==> src/hw/rtl/sarc_pkg.sv <==
// package for the sa table anti-replay check: codes, widths, cell types
// no dependencies
`timescale 1ns / 1ps
package sarc_pkg;
    localparam int TABLE_ENTRIES_DEF = 8;
    localparam int WINDOW_MAX_DEF    = 64;
    localparam logic [10:0] ANY_SCID = 11'd1024;
    localparam logic [6:0]  ANY_VCID = 7'd64;

    typedef enum logic [1:0] {
        REQ_FRAME = 2'd0, REQ_REG = 2'd1, REQ_REM = 2'd2, REQ_BAD = 2'd3
    } t_req;

    typedef enum logic [3:0] {
        ST_OK = 4'd0, ST_INTERNAL = 4'd1, ST_BAD_SPI = 4'd2, ST_REPLAY = 4'd3,
        ST_MAC = 4'd4, ST_BAD_WIN = 4'd5, ST_DUP = 4'd6, ST_FULL = 4'd7,
        ST_NOT_FOUND = 4'd8
    } t_status;

    typedef enum logic [1:0] {
        S_IDLE, S_WALK, S_EXEC, S_OUT
    } t_state;

    // token that travels down the chain of cells
    typedef struct packed {
        logic        vld;
        logic [1:0]  req;
        logic [15:0] spi;
        logic [1:0]  tfvn;
        logic [10:0] scid;
        logic [6:0]  vcid;
        logic [6:0]  win;
        logic [31:0] seq;
        logic [1:0]  prov;
        logic        hit;      // an earlier cell claimed the request
        logic        dup;      // an active entry with this spi exists
        logic        free;     // an earlier cell took a registration
        logic        ok;       // replay check passed
        logic        commit;   // claimed cell commits its window
    } t_tok;
endpackage

==> src/hw/rtl/sarc_cell.sv <==
// one association entry of the chain; checks and updates its window, takes registrations and removals
// depends on sarc_pkg
`timescale 1ns / 1ps
module sarc_cell
    import sarc_pkg::*;
(
    input  logic i_clk,
    input  logic i_rst_n,
    input  t_tok i_tok,
    output t_tok o_tok
);
    logic        r_act;
    logic [15:0] r_spi;
    logic [1:0]  r_tfvn;
    logic [10:0] r_scid;
    logic [6:0]  r_vcid;
    logic [6:0]  r_win;
    logic [31:0] r_hi;
    logic [63:0] r_bm;
    t_tok        r_tok;

    logic        spi_eq, scope_eq, mine, chk_ok, fill;
    logic [31:0] d, back;
    logic [63:0] nb;
    logic [31:0] nh;
    t_tok        n_tok;

    always_comb begin
        spi_eq   = r_act && (r_spi == i_tok.spi);
        scope_eq = (r_tfvn == i_tok.tfvn)
                && (r_scid == ANY_SCID || r_scid == i_tok.scid)
                && (r_vcid == ANY_VCID || r_vcid == i_tok.vcid);
        d    = i_tok.seq - r_hi;
        back = 32'd0 - d;
        nb = r_bm;
        nh = r_hi;
        chk_ok = 1'b0;
        if (r_bm == 64'd0 && r_hi == 32'd0) begin
            nb = 64'd1; nh = i_tok.seq; chk_ok = 1'b1;
        end else if (d != 32'd0 && !d[31]) begin
            nb = (d >= 32'd64) ? 64'd1 : ((r_bm << d[5:0]) | 64'd1);
            nh = i_tok.seq; chk_ok = 1'b1;
        end else if (d != 32'd0 && back < {25'd0, r_win} && !r_bm[back[5:0]]) begin
            nb = r_bm | (64'd1 << back[5:0]); chk_ok = 1'b1;
        end
        // registration fill pass: first free cell takes the entry
        fill = i_tok.vld && (i_tok.req == REQ_REG) && i_tok.commit && !i_tok.free
            && !r_act;
        n_tok = i_tok;
        mine = 1'b0;
        if (i_tok.vld) begin
            case (i_tok.req)
                REQ_FRAME: begin
                    mine = !i_tok.hit && spi_eq && scope_eq && i_tok.prov != 2'd1;
                    if (mine) begin
                        n_tok.hit = 1'b1;
                        n_tok.ok  = chk_ok;
                        n_tok.commit = chk_ok && i_tok.prov == 2'd0;
                    end
                end
                REQ_REG: begin
                    if (spi_eq) n_tok.dup = 1'b1;
                    if (fill) n_tok.free = 1'b1;
                end
                REQ_REM: begin
                    mine = !i_tok.hit && spi_eq;
                    if (mine) n_tok.hit = 1'b1;
                end
                default: ;
            endcase
        end
    end

    always_ff @(posedge i_clk) begin
        if (!i_rst_n) begin
            r_act <= 1'b0;
            r_tok.vld <= 1'b0;
        end else begin
            r_tok <= n_tok;
            if (i_tok.vld && mine && i_tok.req == REQ_FRAME && n_tok.commit) begin
                r_bm <= nb;
                r_hi <= nh;
            end
            if (i_tok.vld && mine && i_tok.req == REQ_REM) r_act <= 1'b0;
            // registration commit happens on the second pass with dup known
            if (fill) begin
                r_act  <= 1'b1;
                r_spi  <= i_tok.spi;
                r_tfvn <= i_tok.tfvn;
                r_scid <= i_tok.scid;
                r_vcid <= i_tok.vcid;
                r_win  <= i_tok.win;
                r_hi   <= 32'd0;
                r_bm   <= 64'd0;
            end
        end
    end

    assign o_tok = r_tok;
endmodule

==> config.mk <==
export PLATFORM = sky130hd
export DESIGN_NAME = sarc_cell
export DESIGN_NICKNAME = d
export VERILOG_FILES = /design/src/hw/rtl/sarc_pkg.sv /design/src/hw/rtl/sarc_cell.sv
export SDC_FILE = /design/constraint.sdc
export NUM_CORES = 1
export LEC_CHECK = 0
export BUFFER_PORTS_ARGS = -buffer_cell sky130_fd_sc_hd__buf_2
export CORE_ASPECT_RATIO = 0.6
export CORE_MARGIN = 8
export CORE_UTILIZATION = 35
export CTS_BUF_LIST = sky130_fd_sc_hd__clkbuf_8
export DETAILED_ROUTE_END_ITERATION = 10
export MAX_ROUTING_LAYER = met4
export PLACE_DENSITY = 0.54
export REMOVE_ABC_BUFFERS = 1
export SLEW_MARGIN = 20
export SYNTH_ARGS = -nofsm -noshare
export SYNTH_HDL_FRONTEND = slang
export SYNTH_SLANG_ARGS = --single-unit
==> constraint.sdc <==
create_clock -name i_clk -period 8.3 [get_ports i_clk]
set_clock_uncertainty 0.1 [all_clocks]
set_input_delay 0 -clock i_clk [delete_from_list [all_inputs] [get_ports i_clk]]
set_output_delay 0 -clock i_clk [all_outputs]
set_load 0.005 [all_outputs]
==> metrics <==
commonest register cell after synthesis edfxtp_1; First-pass DRT Iterations 6; Worst Path Max Fanout 64; Max-slew headroom 0.213; Worst Setup End Kind register; Slew Limit Fails 0; DP HPWL around 50 mm; clock power share 0.338; vias in the first global route about 15000; final worst slack 1.86 ns; RSZ-0062 raised after global routing false; Pleak ~7.3 nW; Seq cells post-synth roughly 230; post-synthesis instance area around 17000 um^2; CTS Buf Count 39; clk sinks roughly 230; Logic pwr share 0.285; DRC Markers 0; Max Freq roughly 160 MHz; P&R area growth vs syn 19.9%; setup TNS 0 ns; Post-Place Setup Slack approximately 2.0 ns; Core Util, Final 0.426; final setup violation count 0; # H-tree levels 2; CTS tree yes; post-synth cell types 96; Pint 2.26 mW; routability cong. 0.993; Post-synth EDFFs between 200 and 250; Core Rows about 60; routed length per instance between 20 and 30 um; clk buf depth 3; clock root cell clkbuf_8; critical path type reg2reg; switching power around 1.2 mW; fin crit period ~6.4 ns; via count about 16000; Final nets about 2100; hold crit path type in2reg; Starting Density 0.355; first-pass GRT wire length around 100 mm; DRT iter0 DRCs about 2100; final hold vios 0; Tot GR Track Use 0.256; Final period util 0.776; max-cap viol count 0; Remaining Overflow, GRT 0; drt total wl approximately 70 mm; clock latency on the worst-skew pair around 0.6 ns; Switching Fraction 0.350; worst path required time about 8.4 ns; crit path DAT approximately 6.6 ns; status finished clean; share of power burned in registers 0.377; Routed Antenna Nets 0; largest net degree at the start of global routing a little over 70; worst-margin pin slew 1.17 ns; P per Cell Area 176 nW/um^2; layout cells sized above 1 0.172; YS warnings 0; Ports ~170; Async S/R FF share, synth 0; die area approximately 55000 um^2; IO Port Bufs between 150 and 200; width of the die 296 um; core box area roughly 46000 um^2; mean post-synth cell area 9.23 um^2; vias per inst approximately 5.9; initial antenna violation count 2; cells after synthesis about 1800; Clk pin slew, worst setup/hold paths approximately 0.060 ns; Seq/Total Area, Yosys 0.408; crit start category register; reg-to-reg setup timing slack between 1.5 and 2 ns; maximum vdd drop roughly 0.00014 V; Die Y roughly 180 um
metrics by stage:
step | power [mW] | hold slack [ns] | cells | area, um^2
floorplan | 1.88 | -0.00113 | 1685 | 16100
global placement | 2.25 | 0.103 | 2513 | 18100
detailed placement | 2.25 | 0.105 | 2513 | 18100
CTS | 3.47 | 0.00914 | 2670 | 19800
global route | 3.61 | 0.0194 | 2672 | 19800
finish | 3.48 | 0.0432 | 2673 | 19800
area by class of cell:
type / instances / area (um^2)
fillers: 4607 / 26700
inverters: 55 / 206
multi-input cells: 1405 / 9270
flip-flops and latches: 225 / 6740
repair buffers: 286 / 1940
clock inverters: 30 / 315
well taps: 630 / 788
clock buffers: 39 / 537
diodes: 3 / 7.51
critical path, cell delays in order, from the launching register on:
cell,delay [ns]
edfxtp_1,0.43
ha_4,0.66
inv_1,0.50
nor3_1,0.73
a311oi_1,0.26
or3_1,0.81
o32ai_1,0.48
nor2_1,0.12
nor4_1,0.24
nand4_1,0.14
nor4_2,0.36
nand2_1,0.18
o21bai_4,0.16
buf_4,0.73
cell usage after synthesis (all sizes together) (28+ instances only):
cell type | number | share of area
ha | 42 | 0.032
inv | 55 | 0.012
buf | 28 | 0.0087
nor2 | 181 | 0.041
and2 | 37 | 0.014
xnor2 | 45 | 0.024
nor4 | 47 | 0.019
mux2i | 68 | 0.041
nand2 | 228 | 0.052
a21oi | 161 | 0.049
edfxtp | 223 | 0.41
clkbuf | 77 | 0.018
o21ai | 171 | 0.052
mux4 | 32 | 0.044
o211ai | 35 | 0.016
nand3 | 29 | 0.0091
placed cells by master (no fill, tap or decap), drive strengths merged, types with 7 or more instances in the layout:
master,instances
dlygate4sd3,88
nand2b,22
a22oi,9
o22ai,8
o21a,12
nor2,181
nand3,29
o21ai,171
a311oi,7
nor3,26
buf,198
nand4,22
mux4,32
xor2,25
o211ai,35
or2,7
a21o,16
xnor2,45
a21oi,161
inv,63
nor2b,9
or3,17
clkbuf,39
nor4,47
and2,37
edfxtp,223
nand2,228
mux2i,68
a211oi,25
clkinv,16
and3,9
or4,11
ha,42
mux2,14
flip-flops by register name, indices dropped and copies added (netlist names):
signal and cells:
r_act 1, r_bm 64, r_vcid 7, o_tok 85, r_tfvn 2, r_win 7
r_scid 11, r_spi 16, r_hi 32
per-layer routing:
layer / vias up / routed length [um] / global-route usage
met5: - / 0 / -
met4: 0 / 1220 / 0.0463
met3: 95 / 8890 / 0.0812
met2: 914 / 25500 / 0.313
met1: 7698 / 34400 / 0.400
li1: 7146 / - / -
cell families (layout without fill, tap and decap cells):
kind of cell | Yosys count | count (layout) | synth area share
AO/OA/AOI/OAI | 506 | 506 | 0.189
buffers and inverters | 160 | 410 | 0.0388
AND/OR/NAND/NOR | 671 | 671 | 0.198
XOR/XNOR | 71 | 71 | 0.0390
flip-flops | 225 | 225 | 0.408
other | 0 | 3 | 0
multiplexers | 114 | 114 | 0.0944
adder cells (fa/ha/maj) | 43 | 43 | 0.0330
repair_timing:
action / in CTS / in global routing
resized for setup: 0 / 0
hold endpoints to repair: 199 / 0
endpoints found under the setup margin: 0 / 0
hold buffers: 88 / 0
buffers inserted: 0 / 0
worst paths after layout:
| kind | from | endpoint | cells past startpoint |
|---|---|---|---|
| max reg2reg | r_hi[0] | r_bm[60] | 13 |
| min | i_tok[23] | o_tok[23] | 2 |
| min reg2reg | r_act | r_act | 2 |
| max | r_hi[0] | r_bm[60] | 13 |
power by group through the flow:
stage                     Combinational (mW)  Sequential (mW)  Clock (mW)
after floorplan                        0.546             1.34           0
after global placement                 0.919             1.34           0
after detailed placement               0.917             1.34           0
after CTS                              0.954             1.31        1.21
after global routing                    1.05             1.32        1.25
final                                  0.991             1.31        1.18
Note: power is estimated with default switching activity, not from simulation.
